[src/rtl/core/dqs_pkg.sv]
// Shared codes, field widths and the result record of the deque with search.
`timescale 1ns / 1ps

package dqs_pkg;

   localparam int DQS_DEPTH = 64;

   localparam int FUNC_W  = 3;
   localparam int VALUE_W = 32;
   localparam int STAT_W  = 2;
   localparam int POS_W   = 7;
   localparam int LEN_W   = 7;

   // operation codes; the two unused codes act as a length query
   localparam logic [FUNC_W-1:0] FUNC_INS_FRONT = 3'd0;
   localparam logic [FUNC_W-1:0] FUNC_INS_REAR  = 3'd1;
   localparam logic [FUNC_W-1:0] FUNC_DEL_FRONT = 3'd2;
   localparam logic [FUNC_W-1:0] FUNC_DEL_REAR  = 3'd3;
   localparam logic [FUNC_W-1:0] FUNC_LENGTH    = 3'd4;
   localparam logic [FUNC_W-1:0] FUNC_SEARCH    = 3'd5;

   localparam logic [STAT_W-1:0] STAT_OK       = 2'd0;
   localparam logic [STAT_W-1:0] STAT_FULL     = 2'd1;
   localparam logic [STAT_W-1:0] STAT_EMPTY    = 2'd2;
   localparam logic [STAT_W-1:0] STAT_NOTFOUND = 2'd3;

   typedef struct packed {
      logic              done;
      logic [STAT_W-1:0] status;
      logic [POS_W-1:0]  position;
      logic [LEN_W-1:0]  length;
   } dqs_result_type;

endpackage

[src/rtl/core/double_ended_queue_with_search.sv]
// Top level of the bounded deque of 32-bit words with linear search.
`timescale 1ns / 1ps

// Usage:
//   Requests enter on the req_ channel: req_tuser carries the operation
//   (insert front, insert rear, delete front, delete rear, length, search)
//   and req_tdata the 32-bit word to insert or to look for. Every request
//   yields exactly one response on the rsp_ channel: rsp_tuser holds the
//   status, rsp_tdata the 1-based match position and the stored length.
//   One request is in work at a time. Inserts, deletes and length queries
//   are taken one a cycle while the output register is free; the response
//   is loaded into the output register at the accepting edge and is valid
//   in the next cycle, as is the not-found response of a search of an
//   empty store. Any other search reads the entry store one word a cycle
//   from the front (one memory read port, one compare a cycle), stops at
//   the first match or after the last stored entry, and loads its response
//   once the output register is free; only then is a new request taken.
//   Reset empties the queue at once; stored words are not cleared.
//   While the receiver stalls, the response waits in the output register;
//   the next request is still taken if that register is drained in the
//   same cycle, otherwise the request side waits.

module double_ended_queue_with_search #(
   parameter int DEPTH = dqs_pkg::DQS_DEPTH
) (
   input  logic        clock,
   input  logic        reset,
   input  logic        req_tvalid,
   output logic        req_tready,
   input  logic [31:0] req_tdata,   // [31:0] value
   input  logic [2:0]  req_tuser,   // [2:0] func
   output logic        rsp_tvalid,
   input  logic        rsp_tready,
   output logic [15:0] rsp_tdata,   // [6:0] position, [13:7] length, [15:14] zero
   output logic [1:0]  rsp_tuser    // [1:0] status
);

   import dqs_pkg::*;

   dqs_result_type     res;
   logic               out_free;
   logic               rsp_valid_ff, rsp_valid_in;
   logic [STAT_W-1:0]  rsp_status_ff;
   logic [POS_W-1:0]   rsp_pos_ff;
   logic [LEN_W-1:0]   rsp_len_ff;

   assign out_free = !rsp_valid_ff || rsp_tready;

   dqs_ctrl #(
      .DEPTH (DEPTH)
   ) u_ctrl (
      .clock     (clock),
      .reset     (reset),
      .req_valid (req_tvalid),
      .req_ready (req_tready),
      .req_func  (req_tuser),
      .req_value (req_tdata),
      .out_free  (out_free),
      .res       (res)
   );

   always_comb begin
      rsp_valid_in = rsp_valid_ff;
      if (res.done) begin
         rsp_valid_in = 1'b1;
      end else if (rsp_tready) begin
         rsp_valid_in = 1'b0;
      end
   end

   always_ff @(posedge clock) begin
      if (reset) begin
         rsp_valid_ff <= 1'b0;
      end else begin
         rsp_valid_ff <= rsp_valid_in;
      end
   end

   always_ff @(posedge clock) begin
      if (res.done) begin
         rsp_status_ff <= res.status;
         rsp_pos_ff    <= res.position;
         rsp_len_ff    <= res.length;
      end
   end

   assign rsp_tvalid = rsp_valid_ff;
   assign rsp_tuser  = rsp_status_ff;
   assign rsp_tdata  = {2'b00, rsp_len_ff, rsp_pos_ff};

endmodule

[src/rtl/core/dqs_ram.sv]
// Generic single-write, single-read RAM with registered read data.
`timescale 1ns / 1ps

module dqs_ram #(
   parameter int WIDTH = 32,
   parameter int DEPTH = 64,
   parameter int AW    = (DEPTH > 1) ? $clog2(DEPTH) : 1
) (
   input  logic             clock,
   input  logic             wr_en,
   input  logic [AW-1:0]    wr_addr,
   input  logic [WIDTH-1:0] wr_data,
   input  logic             rd_en,
   input  logic [AW-1:0]    rd_addr,
   output logic [WIDTH-1:0] rd_data
);

   logic [WIDTH-1:0] mem_ff [DEPTH];
   logic [WIDTH-1:0] rd_data_ff;

   always_ff @(posedge clock) begin
      if (wr_en) begin
         mem_ff[wr_addr] <= wr_data;
      end
      if (rd_en) begin
         rd_data_ff <= mem_ff[rd_addr];
      end
   end

   assign rd_data = rd_data_ff;

endmodule

[src/rtl/core/dqs_ctrl.sv]
// Deque sequencer: ring pointers, entry store and the front-to-rear search scan.
`timescale 1ns / 1ps

module dqs_ctrl #(
   parameter int DEPTH = dqs_pkg::DQS_DEPTH
) (
   input  logic                          clock,
   input  logic                          reset,
   input  logic                          req_valid,
   output logic                          req_ready,
   input  logic [dqs_pkg::FUNC_W-1:0]    req_func,
   input  logic [dqs_pkg::VALUE_W-1:0]   req_value,
   input  logic                          out_free,
   output dqs_pkg::dqs_result_type       res
);

   import dqs_pkg::*;

   localparam int AW = (DEPTH > 1) ? $clog2(DEPTH) : 1;
   localparam int CW = $clog2(DEPTH + 1);
   localparam int SW = ((AW > CW) ? AW : CW) + 1;
   localparam int OW = (CW > LEN_W) ? CW : LEN_W;

   localparam logic [CW-1:0] DepthCount = CW'(DEPTH);
   localparam logic [AW-1:0] LastIdx    = AW'(DEPTH - 1);
   localparam logic [SW-1:0] DepthSum   = SW'(DEPTH);

   localparam logic [1:0] ST_IDLE  = 2'd0;
   localparam logic [1:0] ST_SCAN  = 2'd1;
   localparam logic [1:0] ST_REPLY = 2'd2;

   logic [1:0]          state_ff, state_in;
   logic [AW-1:0]       front_ff, front_in;
   logic [CW-1:0]       count_ff, count_in;
   logic [VALUE_W-1:0]  key_ff, key_in;
   logic [AW-1:0]       ptr_ff, ptr_in;
   logic [CW-1:0]       issue_ff, issue_in;
   logic                pend_ff, pend_in;
   logic [CW-1:0]       pend_pos_ff, pend_pos_in;
   logic                found_ff, found_in;
   logic [CW-1:0]       hit_pos_ff, hit_pos_in;

   logic                wr_en;
   logic [AW-1:0]       wr_addr;
   logic                rd_en;
   logic [VALUE_W-1:0]  rd_data;

   logic [AW-1:0]       front_prev;
   logic [AW-1:0]       front_next;
   logic [AW-1:0]       ptr_next;
   logic [SW-1:0]       rear_sum;
   logic [SW-1:0]       rear_wrap;
   logic [AW-1:0]       rear_addr;
   logic [OW-1:0]       len_wide;
   logic [OW-1:0]       pos_wide;
   logic                full;
   logic                empty;

   dqs_ram #(
      .WIDTH (VALUE_W),
      .DEPTH (DEPTH)
   ) u_store (
      .clock   (clock),
      .wr_en   (wr_en),
      .wr_addr (wr_addr),
      .wr_data (req_value),
      .rd_en   (rd_en),
      .rd_addr (ptr_ff),
      .rd_data (rd_data)
   );

   assign front_prev = (front_ff == '0) ? LastIdx : front_ff - AW'(1);
   assign front_next = (front_ff == LastIdx) ? '0 : front_ff + AW'(1);
   assign ptr_next   = (ptr_ff == LastIdx) ? '0 : ptr_ff + AW'(1);

   // rear slot is front + count folded once into the ring
   assign rear_sum  = SW'(front_ff) + SW'(count_ff);
   assign rear_wrap = rear_sum - DepthSum;
   assign rear_addr = (rear_sum >= DepthSum) ? rear_wrap[AW-1:0] : rear_sum[AW-1:0];

   assign full  = (count_ff == DepthCount);
   assign empty = (count_ff == '0);

   assign len_wide = OW'(count_in);
   assign pos_wide = OW'(hit_pos_ff);

   always_comb begin
      state_in    = state_ff;
      front_in    = front_ff;
      count_in    = count_ff;
      key_in      = key_ff;
      ptr_in      = ptr_ff;
      issue_in    = issue_ff;
      pend_in     = pend_ff;
      pend_pos_in = pend_pos_ff;
      found_in    = found_ff;
      hit_pos_in  = hit_pos_ff;
      wr_en       = 1'b0;
      wr_addr     = rear_addr;
      rd_en       = 1'b0;
      req_ready   = 1'b0;
      res.done     = 1'b0;
      res.status   = STAT_OK;
      res.position = '0;
      res.length   = '0;

      case (state_ff)
         ST_IDLE: begin
            req_ready = out_free;
            if (req_valid && out_free) begin
               res.done = 1'b1;
               case (req_func)
                  FUNC_INS_FRONT: begin
                     if (full) begin
                        res.status = STAT_FULL;
                     end else begin
                        wr_en    = 1'b1;
                        wr_addr  = front_prev;
                        front_in = front_prev;
                        count_in = count_ff + CW'(1);
                     end
                  end
                  FUNC_INS_REAR: begin
                     if (full) begin
                        res.status = STAT_FULL;
                     end else begin
                        wr_en    = 1'b1;
                        count_in = count_ff + CW'(1);
                     end
                  end
                  FUNC_DEL_FRONT: begin
                     if (empty) begin
                        res.status = STAT_EMPTY;
                     end else begin
                        front_in = front_next;
                        count_in = count_ff - CW'(1);
                     end
                  end
                  FUNC_DEL_REAR: begin
                     if (empty) begin
                        res.status = STAT_EMPTY;
                     end else begin
                        count_in = count_ff - CW'(1);
                     end
                  end
                  FUNC_SEARCH: begin
                     if (empty) begin
                        res.status = STAT_NOTFOUND;
                     end else begin
                        // hold the reply until the scan ends
                        res.done = 1'b0;
                        key_in   = req_value;
                        ptr_in   = front_ff;
                        issue_in = '0;
                        pend_in  = 1'b0;
                        state_in = ST_SCAN;
                     end
                  end
                  default: begin
                  end
               endcase
               res.length = len_wide[LEN_W-1:0];
            end
         end

         ST_SCAN: begin
            // issue one read a cycle, compare the word that returns in the cycle after
            if (issue_ff != count_ff) begin
               rd_en       = 1'b1;
               ptr_in      = ptr_next;
               issue_in    = issue_ff + CW'(1);
               pend_in     = 1'b1;
               pend_pos_in = issue_ff + CW'(1);
            end else begin
               pend_in = 1'b0;
            end
            if (pend_ff) begin
               if (rd_data == key_ff) begin
                  found_in   = 1'b1;
                  hit_pos_in = pend_pos_ff;
                  pend_in    = 1'b0;
                  state_in   = ST_REPLY;
               end else if (pend_pos_ff == count_ff) begin
                  found_in   = 1'b0;
                  hit_pos_in = '0;
                  pend_in    = 1'b0;
                  state_in   = ST_REPLY;
               end
            end
         end

         ST_REPLY: begin
            if (out_free) begin
               res.done     = 1'b1;
               res.status   = found_ff ? STAT_OK : STAT_NOTFOUND;
               res.position = pos_wide[POS_W-1:0];
               res.length   = len_wide[LEN_W-1:0];
               state_in     = ST_IDLE;
            end
         end

         default: begin
            state_in = ST_IDLE;
         end
      endcase
   end

   always_ff @(posedge clock) begin
      if (reset) begin
         state_ff <= ST_IDLE;
         front_ff <= '0;
         count_ff <= '0;
         pend_ff  <= 1'b0;
      end else begin
         state_ff <= state_in;
         front_ff <= front_in;
         count_ff <= count_in;
         pend_ff  <= pend_in;
      end
   end

   always_ff @(posedge clock) begin
      key_ff      <= key_in;
      ptr_ff      <= ptr_in;
      issue_ff    <= issue_in;
      pend_pos_ff <= pend_pos_in;
      found_ff    <= found_in;
      hit_pos_ff  <= hit_pos_in;
   end

endmodule
[config.mk]
export PLATFORM = sky130hd
export DESIGN_NAME = double_ended_queue_with_search
export DESIGN_NICKNAME = d
export VERILOG_FILES = /design/src/rtl/core/dqs_pkg.sv /design/src/rtl/core/double_ended_queue_with_search.sv /design/src/rtl/core/dqs_ram.sv /design/src/rtl/core/dqs_ctrl.sv
export SDC_FILE = /design/constraint.sdc
export NUM_CORES = 2
export LEC_CHECK = 0
export ABC_AREA = 0
export BUFFER_PORTS_ARGS = -buffer_cell sky130_fd_sc_hd__buf_2
export CORE_MARGIN = 2
export CORE_UTILIZATION = 52
export DETAILED_ROUTE_END_ITERATION = 16
export PLACE_DENSITY_LB_ADDON = 0.08
export SLEW_MARGIN = 20
export SYNTH_ARGS = -nofsm -noshare
export SYNTH_HDL_FRONTEND = slang
export SYNTH_HIERARCHICAL = 1
export SYNTH_SLANG_ARGS = --single-unit
export TNS_END_PERCENT = 30
[constraint.sdc]
create_clock -name clock -period 7.3 [get_ports clock]
set_input_delay 1.095 -clock clock [delete_from_list [all_inputs] [get_ports clock]]
set_output_delay 1.095 -clock clock [all_outputs]
set_load 0.05 [all_outputs]
# Yosys cells after proc, flatten, opt, wreduce, memory -nomap -nowiden
# Memories as Yosys holds them, arrays and structs flattened. A register that Yosys moved wholly into a read port is not among the register bits.
# Index checks and enable logic that the tools add are counted.
[word_totals]
register_bits = 93
ram_bits = 2048
inputBits = 39
elab_cells = 134
memories = 1
[op_classes]
add_sub_neg = 8
n_lt_le_gt_ge = 1
n_eq_ne = 21
mux = 67
bitwise_logic = 1
n_reduce_logical = 21
[mem_list]
columns = ["memory", "depth", "width", "read_ports", "rd_clocked_by_memory_dff", "wr", "line", "source"]
rows = [
  ["u_ctrl.u_store.mem_ff", 64, 32, 1, 1, 1, "dqs_ram.sv:18", "logic [WIDTH-1:0] mem_ff [DEPTH];"],
]
[ops]
columns = ["operator", "count"]
rows = [
  ["$mux 6", 14],
  ["$mux 7", 11],
  ["$pmux 7 s2", 3],
  ["$eq 32x32->1", 1],
  ["$pmux 6 s2", 2],
  ["$mux 1", 21],
  ["$mux 2", 10],
  ["$mux 17", 1],
  ["$add 7x1->7 const B", 2],
  ["$add 6x1->6 const B", 2],
  ["$eq 6x6->1 const B", 2],
  ["$pmux 2 s3", 2],
  ["$sub 6x1->6 const B", 2],
  ["$reduce_and 5->1", 2],
  ["$add 6x7->8", 1],
  ["$ge 8x7->1 const B", 1],
  ["$ne 2x1->1 const B", 4],
  ["$ne 2x2->1 const B", 4],
  ["$reduce_and 4->1", 2],
  ["$reduce_bool 2->1", 4],
  ["$eq 7x7->1", 1],
  ["$eq 7x7->1 const B", 1],
  ["$logic_not 7->1", 1],
  ["$ne 7x7->1", 1],
  ["other kinds (21)", 24],
]

# Logic depth before layout (Yosys ltp)
[logic_depth]
word_depth = 8
ltp_mapped = 12

# Modules after synthesis
# The synthesis kept the hierarchy.
[modules_own_cells]
columns = ["mod", "n_inst", "cells_per_inst", "area_each_um2"]
rows = [
  ["dqs_ram", 1, 3504, 79268.5],
  ["dqs_ctrl", 1, 426, 4428.0],
  ["double_ended_queue_with_search", 1, 23, 545.5],
]

# Worst setup path before layout
# Ideal clock, no wire load.
[synth_timing]
kind = "in2reg"
from = "in req_tuser[1]"
to = "mem u_ctrl.u_store.mem_ff[32][0] (enable)"
setup_ns = 0.461
arrival_time_ns = 4.799
required_ns = 6.839
slack_ns = 2.040
stages = 10
n_path_buf = 3
cell_sequence = "buf_2 clkbuf_1 nor4_1 o21ai_2 nor2_1 a21oi_1 clkbuf_1 nor2_1 nand4b_1 nor3_1"
[synth_lines]
columns = ["item", "line", "source"]
rows = [
  ["start: declaration", "double_ended_queue_with_search.sv:31", "input logic [2:0] req_tuser,"],
  ["$logic_not 3->1", "dqs_ctrl.sv:112", "case (req_func)"],
  ["$mux 6", "dqs_ctrl.sv:112", ""],
  ["$mux 6", "dqs_ctrl.sv:110", "if (req_valid && out_free) begin"],
  ["$mux 6", "dqs_ctrl.sv:107", "case (state_ff)"],
  ["net u_ctrl.wr_addr[3]", "dqs_ctrl.sv:44", "logic [AW-1:0] wr_addr;"],
  ["end: declaration", "dqs_ram.sv:18", ""],
]
# The timed path passes the listed nets, and every way through them passes these cells.

# Worst setup path in the final report
[layout_timing]
from = "reg u_ctrl.count_ff[1]"
to = "mem u_ctrl.u_store.mem_ff[63][2] (enable)"
[layout_via]
elab_chain_len = 7
[layout_lines]
columns = ["item", "line", "source"]
rows = [
  ["start: declaration", "dqs_ctrl.sv:34", "logic [CW-1:0] count_ff, count_in;"],
  ["start signal: assignment", "dqs_ctrl.sv:217", "count_ff <= count_in;"],
  ["$add 6x7->8", "dqs_ctrl.sv:77", "assign rear_sum = SW'(front_ff) + SW'(count_ff);"],
  ["$ge 8x7->1 / $sub 6x1->6 (equally long branches)", "dqs_ctrl.sv:79, dqs_ctrl.sv:78", ""],
  ["$mux 6", "dqs_ctrl.sv:79", "assign rear_addr = (rear_sum >= DepthSum) ? rear_wrap[AW-1:0] : rear_sum[AW-1:0];"],
  ["$mux 6", "dqs_ctrl.sv:114", "if (full) begin"],
  ["$mux 6", "dqs_ctrl.sv:112", ""],
  ["$mux 6", "dqs_ctrl.sv:110", ""],
  ["$mux 6 (*)", "dqs_ctrl.sv:107", ""],
  ["net u_ctrl.wr_addr[5]", "dqs_ctrl.sv:44", ""],
]
# Mark *: on every way through the listed nets, which the timed path passes. The rest lies on a longest branch.

==> results.md <==
- Vias: 41.72k
- Initial antenna violation count: 18
- Synth warnings: 6
- Asr flop ratio synth: 0%
- CP Launch Point: u_ctrl/count_ff[1]
- Slew Viols, Final: 0
- Vert. Die Dim: 406.5 um
- Unrepaired setup endpoints after global routing: no
- R2r startpoint: u_ctrl/count_ff[1]
- Max Clk Rate: 0.1793 GHz
- CP required: 7.85 ns
- Hpwl dp: 129.9 mm
- Startpoint Class: register
- Seq/Total Area, Yosys: 77.26%
- Routability Congestion: 0.8775
- Setup bufs post-CTS: 0
- Final net count: 4,183
- Status: finished, final reports clean
- Max clock buf depth: 3
- Leading cell types by total area after synthesis: edfxtp_1 77%, mux4_2 12%, mux2i_1 2.0%
- CP max stage delay: 1.09 ns
- Hold bufs inserted after CTS: 0
- Worst-skew pair later-pin latency: 0.85 ns
- Vias in the first global route: 39.59k
- Router iterations before antenna repair: 5
- Starting Density: 52.41%
- Total power: 29,200 uW
- Path category of the worst min-delay check: input pin to register
- Crit path DAT: 6.13 ns
- Post-route clock period utilization: 76.39%
- Final Hold Fails: 0
- CTS buffer count: 215
- Slew headroom: 14.19%
- Routed len/inst: 34.33 um
- Kind of critical path: register to register
- FP Rows: 147
- Slowest stage cell, crit path: mux2i_2
- Core footprint: 0.1608 mm^2
- CP Max Fanout: 24
- Post-synth top area share: 76.85%
- Global-route wire length before repair: 310.2 mm
- Leakage: 0.02960 uW
- Routed WL: 222.8 mm
- GRT Total Usage: 27.19%
- Clock sinks: 2,173
- R2R cell count: 9
- Placed Area: 0.08747 mm^2
- Layout area overhead: 12.34%
- Final std cells w/o fill: 6,491
- CP delay by family, top: simple AND/OR/NAND/NOR gates
- Finish-stage setup viols: 0
- DRT iter0 DRCs: 5,447
- Worst R2R End: u_ctrl/u_store/mem_ff[63][2]
- Dpl cells: 6,054
- Worst Setup EP: u_ctrl/u_store/mem_ff[63][2]
- Area leader, netlist: edfxtp_1
- Setup TNS: 0 ns
- WP depth: 9
- PD cells: 308.5 mW/mm^2
- I/O Pins: 59
- Share of cells above drive strength 1: 24.17%
- Least-Margin Pin Slew: 1.262 ns
- CP bufs+invs: 2
- Critical Path, Cell by Cell: inv_1 > ha_1 > nor3b_2 > nand2_1 > o21ai_2 > mux2i_2 > nand3_1 > nor2_4 > buf_4
- Die Width: 406.5 um
- Synth Instances: 3,953
- Flops & latches, synth: 2,173
- # H-tree levels: 4
- Die area: 0.1652 mm^2
- Fin area: 0.09464 mm^2
- CTS tree: yes
- Largest net degree at the start of global routing: 99
- Mean area per synthesized cell: 21.31 um^2
- FF-to-FF setup slack: 1.72 ns
- Clock Tree Root: clkbuf_16
- Max IR drop VDD: 0.2897 mV
- Post-synth EDFFs: 2,156
- Cts repair resizes: 0
- Port Buffers: 56
- GRT Residual Overflow: 0
- Worst Hold Launch: req_tdata[11]
- Fin crit period: 5.577 ns
- Skew final: 0.02430 ns
- Number of max-cap violations: 0
- Remaining antenna violation count after routing: 0
- Crit. End Element: register
- Most used flip-flop cell after synthesis: edfxtp_1
- CTS clk-pin slew, worst paths: 0.06 ns
- Routed vias/inst: 6.427
- DRC viols: 0
- Distinct cell type count after synthesis: 78
- Cell area after synthesis: 0.08424 mm^2
## how the worst min path moves through the flow
stage / slack [ns] / end / cells after the start
detailed placement: 0.50 / rsp_pos_ff[0] / 1
global placement: 0.50 / rsp_pos_ff[2] / 1
floorplan: 0.50 / rsp_pos_ff[0] / 1
global route: 0.44 / u_ctrl/u_store/mem_ff[35][11] / 1
finish: 0.48 / u_ctrl/u_store/mem_ff[39][11] / 1
CTS: 0.41 / u_ctrl/u_store/mem_ff[39][11] / 1
## cell usage after synthesis, drive strengths merged (25+ instances only)
library cell	number
edfxtp	2156
nand2	69
nor2	118
mux2	26
clkbuf	75
mux4	448
xor2	51
a21oi	63
a22oi	125
mux2i	172
buf	145
o22ai	42
o21ai	49
nand3	57
and2	37
a31oi	25
## cell usage in the layout, fill, tap and decap left out, drive strengths merged, types with 57 or more instances in the layout
master,instances
nand2,69
buf,180
a22oi,125
clkinv,103
clkbuf,263
a21oi,63
edfxtp,2156
mux2i,172
mux4,448
nor2,118
nand3,57
## logic make-up (layout without fill, tap and decap cells)
| kind of cell | count (synthesis) | count (layout) | share of synthesized area [%] |
|---|---|---|---|
| buf+inv | 236 | 593 | 1.607 |
| compound gates | 425 | 425 | 3.527 |
| other cells | 1 | 22 | 0.004451 |
| fa+ha+maj | 13 | 13 | 0.2020 |
| mux | 646 | 646 | 14.37 |
| xor+xnor | 64 | 64 | 0.6654 |
| simple gates | 395 | 395 | 2.369 |
| flops | 2173 | 2173 | 77.26 |
## metrics by stage
stage	util [%]	setup WS, ns	hold WS [ns]
floorplan	-	2.040	0.4967
global placement	54.33	1.763	0.5002
detailed placement	54.41	1.652	0.5026
CTS	58.55	1.838	0.4140
global route	58.84	1.518	0.4433
finish	58.87	1.723	0.4764
## power breakdown
group	internal [uW]	leakage (uW)	switching [uW]
clock	5870	0.00323	4640
combinational	1630	0.00685	3040
sequential	13900	0.0195	105
total	21400	0.0296	7790
## worst reg2reg max path, stage by stage (launching register included)
cell	delay, ns
dfxtp_1	0.43
inv_1	0.15
ha_1	0.22
nor3b_2	0.49
nand2_1	0.19
o21ai_2	0.50
mux2i_2	1.09
nand3_1	0.87
nor2_4	0.99
buf_4	0.35
## state kept, by name, summed over array words and instances (netlist names)
register                count
rsp_len_ff                  7
rsp_pos_ff                  7
u_ctrl/u_store/rd_data     32
u_ctrl/count_ff             7
u_ctrl/ptr_ff               6
u_ctrl/pend_pos_ff          7
rsp_tvalid                  1
u_ctrl/issue_ff             7
u_ctrl/state_ff             2
u_ctrl/pend_ff              1
u_ctrl/front_ff             6
u_ctrl/found_ff             1
u_ctrl/hit_pos_ff           7
u_ctrl/key_ff              32
rsp_tuser                   2
u_ctrl/u_store/mem_ff    2048
## per-layer routing
metal | global-route usage, % | wire length [um] | up-vias
met1 | 40.28 | 91200 | 22380
met2 | 42.29 | 105900 | 2019
met4 | 8.415 | 7204 | 2
met5 | 0 | 13 | -
met3 | 4.050 | 18460 | 315
li1 | - | - | 17000
## cell type report
cell class | instances | area [um^2]
diodes | 20 | 50.05
clock buffers | 263 | 5560
clock inverters | 134 | 1090
fillers | 11750 | 66110
inverters | 16 | 60.06
multi-input cells | 1545 | 18370
flip-flops and latches | 2173 | 65080
well taps | 2160 | 2703
repair buffers | 180 | 1727
Power figures use the tool's default switching activity.
